File: src/rtl/mss_pkg.sv
// Shared types of the median core: sorter state and control group
package mss_pkg;

	typedef enum logic [2:0] {
		SORT_IDLE,
		SORT_HEAD,
		SORT_SCAN,
		SORT_SWAP,
		SORT_DONE
	} sort_state_t;

	typedef struct packed {
		logic start;
		logic ack;
	} sort_ctl_t;

endpackage

File: src/rtl/mss_sorter.sv
// Selection sort sequencer over the sample store, up to the median position
module mss_sorter #(
	parameter int AW = 10,
	parameter int CW = 11,
	parameter int DW = 24
) (
	input  logic                clk,
	input  logic                arst_n,
	input  mss_pkg::sort_ctl_t  ctl,
	input  logic [CW-1:0]       n,
	input  logic signed [DW-1:0] rdata,
	output logic [AW-1:0]       raddr,
	output logic                we,
	output logic [AW-1:0]       waddr,
	output logic [DW-1:0]       wdata,
	output logic                done,
	output logic signed [DW:0]  median
);
	import mss_pkg::*;

	sort_state_t          state_q, state_d;
	logic [CW-1:0]        n_q;
	logic [AW-1:0]        j_q;
	logic [CW-1:0]        ra_q;
	logic                 rd_s1;
	logic                 head_s1;
	logic [AW-1:0]        idx_s1;
	logic signed [DW-1:0] lowest_q;
	logic [AW-1:0]        best_q;
	logic signed [DW-1:0] headv_q;
	logic signed [DW-1:0] lo_q;
	logic signed [DW-1:0] hi_q;
	logic                 issue;
	logic [CW-1:0]        half;
	logic                 at_half;
	logic                 at_lo;

	assign half    = n_q >> 1;
	assign at_half = CW'(j_q) == half;
	assign at_lo   = !n_q[0] && (CW'(j_q) + CW'(1) == half);

	assign raddr  = (state_q == SORT_HEAD) ? j_q : ra_q[AW-1:0];
	assign waddr  = best_q;
	assign wdata  = headv_q;
	assign median = n_q[0] ? {hi_q, 1'b0} : ({lo_q[DW-1], lo_q} + {hi_q[DW-1], hi_q});

	always_ff @(posedge clk or negedge arst_n) begin
		if (!arst_n) begin
			state_q <= SORT_IDLE;
			rd_s1   <= 1'b0;
			head_s1 <= 1'b0;
		end else begin
			state_q <= state_d;
			rd_s1   <= issue;
			head_s1 <= (state_q == SORT_HEAD);
		end
	end

	always_comb begin
		state_d = state_q;
		issue   = 1'b0;
		we      = 1'b0;
		done    = 1'b0;
		case (state_q)
			SORT_IDLE: begin
				if (ctl.start) begin
					state_d = SORT_HEAD;
				end
			end
			SORT_HEAD: begin
				issue   = 1'b1;
				state_d = SORT_SCAN;
			end
			SORT_SCAN: begin
				issue = ra_q < n_q;
				// leave once the last read word has been compared
				if (!issue && !rd_s1) begin
					state_d = SORT_SWAP;
				end
			end
			SORT_SWAP: begin
				we      = 1'b1;
				state_d = at_half ? SORT_DONE : SORT_HEAD;
			end
			SORT_DONE: begin
				done = 1'b1;
				if (ctl.ack) begin
					state_d = SORT_IDLE;
				end
			end
			default: begin
				state_d = SORT_IDLE;
			end
		endcase
	end

	always_ff @(posedge clk) begin
		if (state_q == SORT_IDLE && ctl.start) begin
			n_q <= n;
			j_q <= '0;
		end
		if (state_q == SORT_HEAD) begin
			ra_q   <= CW'(j_q) + CW'(1);
			idx_s1 <= j_q;
		end else if (state_q == SORT_SCAN && issue) begin
			ra_q   <= ra_q + CW'(1);
			idx_s1 <= ra_q[AW-1:0];
		end
		if (rd_s1) begin
			if (head_s1 || rdata < lowest_q) begin
				lowest_q <= rdata;
				best_q   <= idx_s1;
			end
			if (head_s1) begin
				headv_q <= rdata;
			end
		end
		// the pass minimum is the j-th smallest: keep the one or two middle values
		if (state_q == SORT_SWAP) begin
			if (at_lo) begin
				lo_q <= lowest_q;
			end
			if (at_half) begin
				hi_q <= lowest_q;
			end else begin
				j_q <= j_q + AW'(1);
			end
		end
	end
endmodule

File: config.mk
export PLATFORM = sky130hd
export DESIGN_NAME = mss_sorter
export DESIGN_NICKNAME = d
export VERILOG_FILES = /design/src/rtl/mss_pkg.sv /design/src/rtl/mss_sorter.sv
export SDC_FILE = /design/constraint.sdc
export NUM_CORES = 1
export LEC_CHECK = 0
export BUFFER_PORTS_ARGS = -buffer_cell sky130_fd_sc_hd__buf_2
export CAP_MARGIN = 20
export CORE_ASPECT_RATIO = 2
export CORE_MARGIN = 5
export CORE_UTILIZATION = 60
export DETAILED_ROUTE_END_ITERATION = 12
export PLACE_DENSITY = 0.95
export SLEW_MARGIN = 10
export SYNTH_ARGS = -nofsm -noshare
export SYNTH_HDL_FRONTEND = slang
export SYNTH_SLANG_ARGS = --single-unit
File: constraint.sdc
create_clock -name clk -period 11.7 [get_ports clk]
set_clock_uncertainty 0.2 [all_clocks]
set_input_delay 2.34 -clock clk [delete_from_list [all_inputs] [get_ports clk]]
set_output_delay 2.34 -clock clk [all_outputs]
set_load 0.02 [all_outputs]
# Word level (Yosys, flattened, before mapping)
# Cells that the tools add are included.
# totals
regBits	153
output_inout_bits	71
# op_classes
n_addsub	4
order_cmp	2
eq_ne	9
muxes	17
n_reduce_logical	15
# op_table
cell	n
$mux 10	6
$add 24x24->25	1
$mux 25	1
$lt 24x24->1	1
$mux 11	2
$pmux 3 s5	1
$mux 3	4
$add 10x1->11 const B	1
$add 11x1->11 const B	1
$eq 11x10->1	1
$lt 11x11->1	1
$add 10x1->10 const B	1
$eq 10x10->1	1
$reduce_and 2->1	4
$eq 3x2->1 const B	2
$ne 2x2->1 const B	3
$logic_and 1x1->1	4
$eq 3x1->1 const B	1
$eq 3x3->1 const B	1
$logic_not 1->1	3
$logic_not 3->1	1
$reduce_and 3->1	1
$mux 1	2
$pmux 1 s2	1
2 further kinds	2

# Logic depth before layout (Yosys ltp)
# depth
depth_word	5
mapped_depth	8
mapped_depth_nobuf	8

# Worst setup path after synthesis
# OpenSTA, ideal clock, no wires.
# synth_timing
path_kind	input -> register
from	in rdata[23]
to	reg lowest_q[0], enable pin
arrival_ps	5990
slack_ps	5033
cell_stages	7
n_path_buf	0
path_cell_list	ha_1 > nand4_1 > nor3_1 > a221o_1 > nor3_1 > nor3b_1 > a211oi_1
# synth_via
elab_chain_len	3
# synth_lines
item	line_no	source
start: declaration	mss_sorter.sv:11	input logic signed [DW-1:0] rdata,
$lt 24x24->1	mss_sorter.sv:110	if (head_s1 || rdata < lowest_q) begin
$logic_or 1x1->1	mss_sorter.sv:110	
$reduce_and 2->1 (no source line)	--	
end signal: assignment	mss_sorter.sv:111	lowest_q <= rdata;
end: declaration	mss_sorter.sv:28	logic signed [DW-1:0] lowest_q;
# No other way between the ends.
# A chain may end at the register's enable or synchronous reset.

# Worst setup path in the final report
# layout_timing
from	reg hi_q[0]
to	out median[16]
# layout_via
elab_chain_len	2
# layout_lines
item	line_no	source
start: declaration	mss_sorter.sv:32	logic signed [DW-1:0] hi_q;
start signal: assignment	mss_sorter.sv:124	hi_q <= lowest_q;
$add 24x24->25	mss_sorter.sv:45	assign median = n_q[0] ? {hi_q, 1'b0} : ({lo_q[DW-1], lo_q} + {hi_q[DW-1], hi_q});
$mux 25	mss_sorter.sv:45	
end: declaration	mss_sorter.sv:17	output logic signed [DW:0] median
# No other way between the ends.

==> impl_metrics.ini <==
[placement]
numPortBuffers = 109
gp_congestion = 0.994
hpwl_um = 15000
placed_cells = 924

[yosys]
syn_area_per_cell_um2 = 11.7
synth.yosys.seq_area_share = 0.558
synth_edf_count = 138
netlist_instances = 683
syn_nets = 782
synth_area_um2 = 8000
ys_ff_latch = 153
synth-async-reset-ratio = 0.0327
synth.distinct_cells = 55
synthFlopType = edfxtp_1
yosys_warnings = 0

[power_and_ir_drop]
peakVddDrop_mv = 0.232
p_per_area_nw_per_um2 = 217
p_clk_frac = 0.281
power_frac_comb = 0.285
switchingPower_w = 0.000691
power_frac_seq = 0.435
switching_share = 0.341
p_total_w = 0.00203
leakage_nw = 3.72
internal_power_w = 0.00134

[worst_setup_path]
path_max_fanout = 4
reg2reg_to = lowest_q[7]
r2r_slack_ps = 8350
crit_required_ps = 9160
cp_slowest_cell = fa_1
cp-end-kind = output pin
r2r_cells = 9
crit_chain = ha_1 > fa_1 > a211oi_1 > o211ai_1 > a21oi_1 > o21ai_1 > xor2_1 > mux2_2 > buf_2
startpoint_type = register
slowest_delay_ps = 430
timing.rr.start = lowest_q[11]
critPathKind = reg -> out
critPathArrivalTime_ps = 3320

[drt]
viasPerCell = 6.12
vias = 5852
drt-wirelength-per-cell_um = 20.6
postRouteAntennaNets = 0
drt_wl_total_um = 19700
drtIter0Drc = 435
drc_errors = 0
first_pass_iters = 7

[sta]
rsz0062_at_grt = no
setup_viol = 0
holdWs_ps = 219
timing.setup.tns_ps = 0
worst_pin_slew_ps = 1080
hold_viol = 0
maxSlewViolCount = 0
min_period_over_period = 0.501
max_freq_mhz = 171
relSlewSlack = 0.277
fin_crit_ps = 5860

[clocking]
numCtsBuffers = 17
insertion_delay_ps = 430
cts_setup_buffers = 0
clock-sinks = 153
clk_pin_slew_ps = 70
htree_levels = 4
cts-resized-gates = 0
cts_hold_buf = 0
cts_root_buf = clkbuf_16
clockBufferDepth = 2
cts_tree = done

[hold_path]
holdCritPathClass = reg -> reg
min_from = idx_s1[9]
hold_path_end = waddr[9]
worstHoldPathCells = 0

[finish]
antenna_cells = 0
final_cell_mix = 138 x edfxtp_1, 109 x buf_2, 59 x ha_1
layout-drive-gt1-share = 0.216
final_nets = 890
final_common_cell = edfxtp_1
multi_input_area_um2 = 3280
area_growth_pct = 16.6
nFillCells = 902
seqCellArea_um2 = 4470
stdcell_count = 956

[floorplanning]
core_area_um2 = 13100
die_h_um = 173
die_w_um = 91.7
start_util = 0.613
row_count = 59
ios = 110
die_area_um2 = 15900

[grt]
antenna_found_initial = 0
grt_pass1_wl_um = 31400
track_usage = 0.254
grt_max_degree = 45
grt_pass1_vias = 6123
grt_overflow_total = 0

[outcome]
status = completed

[flow_run]
cap_violations = 0
[area by class of cell]
cell class | count | share of cell area
Clock buffer | 17 | 0.0456
Sequential cell | 153 | 0.479
Tap cell | 152 | 0.0204
Inverter | 42 | 0.0169
Clock inverter | 15 | 0.0205
Multi-Input combinational cell | 461 | 0.352
Timing Repair Buffer | 116 | 0.0662
[how the worst max path moves through the flow]
stage / start / end / depth (start not counted)
detailed placement: rdata[22] / waddr[1] / 9
floorplan: rdata[23] / lowest_q[0] / 7
global route: hi_q[0] / median[16] / 9
global placement: rdata[23] / waddr[0] / 9
finish: hi_q[0] / median[16] / 9
CTS: hi_q[0] / median[16] / 9
[per-layer routing]
metal / global-route usage / part of all wire / vias up / routed length (um)
li1: - / - / 2758 / -
met1: 0.261 / 0.33 / 2770 / 6610
met2: 0.485 / 0.57 / 258 / 11200
met3: 0.0500 / 0.057 / 66 / 1130
met4: 0.108 / 0.038 / 0 / 759
met5: 0 / 0 / - / 0
[critical path, delay by kind of cell (launching register included)]
kind / cells / cell delay (ps)
multiplexers: 1 / 270
XOR/XNOR: 1 / 190
adder cells (fa/ha/maj): 2 / 670
buffers and inverters: 1 / 160
flip-flops: 1 / 390
AO/OA/AOI/OAI: 4 / 1210
[cell usage after synthesis, drive strengths merged (9+ instances only)]
cell type,count,area share
inv,42,0.020
o21ai,54,0.034
nor2,29,0.014
xor2,15,0.016
mux2,14,0.020
nand2,54,0.025
nand4,12,0.0094
xnor2,37,0.043
clkbuf,18,0.0084
ha,59,0.092
dfxtp,10,0.025
edfxtp,138,0.52
and3,13,0.012
a21oi,53,0.033
buf,9,0.0072
nand3,21,0.013
[cells by family after synthesis]
group                    Yosys count  share of synthesized area
XOR/XNOR                          52                     0.0592
buffers and inverters             69                     0.0353
flip-flops                       153                      0.558
multiplexers                      14                     0.0197
adder cells (fa/ha/maj)           60                     0.0947
AND/OR/NAND/NOR                  171                      0.109
AO/OA/AOI/OAI                    164                      0.124
[registers in the layout (all words and copies together), names as in the netlist]
| name | count |
|---|---|
| wdata | 24 |
| rd_s1 | 1 |
| lowest_q | 24 |
| lo_q | 24 |
| j_q | 10 |
| waddr | 10 |
| n_q | 11 |
| hi_q | 24 |
| head_s1 | 1 |
| idx_s1 | 10 |
| state_q | 3 |
| ra_q | 11 |
[power groups by stage]
| stage | Sequential, W | Clock [W] | Combinational [W] |
|---|---|---|---|
| after global routing | 0.000892 | 0.000605 | 0.000630 |
| final | 0.000881 | 0.000570 | 0.000577 |
| after global placement | 0.000881 | 0 | 0.000547 |
| after CTS | 0.000879 | 0.000577 | 0.000580 |
| after floorplan | 0.000887 | 0 | 0.000372 |
| after detailed placement | 0.000889 | 0 | 0.000572 |
[metrics by stage]
step | worst slack (ps) | instance area (um2) | util
6_report | 5840 | 9330 | 0.714
5_1_grt | 5680 | 9330 | 0.714
3_5_place_dp | 6300 | 8720 | 0.667
2_1_floorplan | 5030 | 8000 | -
3_3_place_gp | 6410 | 8690 | 0.665
4_1_cts | 5870 | 9330 | 0.714
Power figures use the tool's default switching activity.
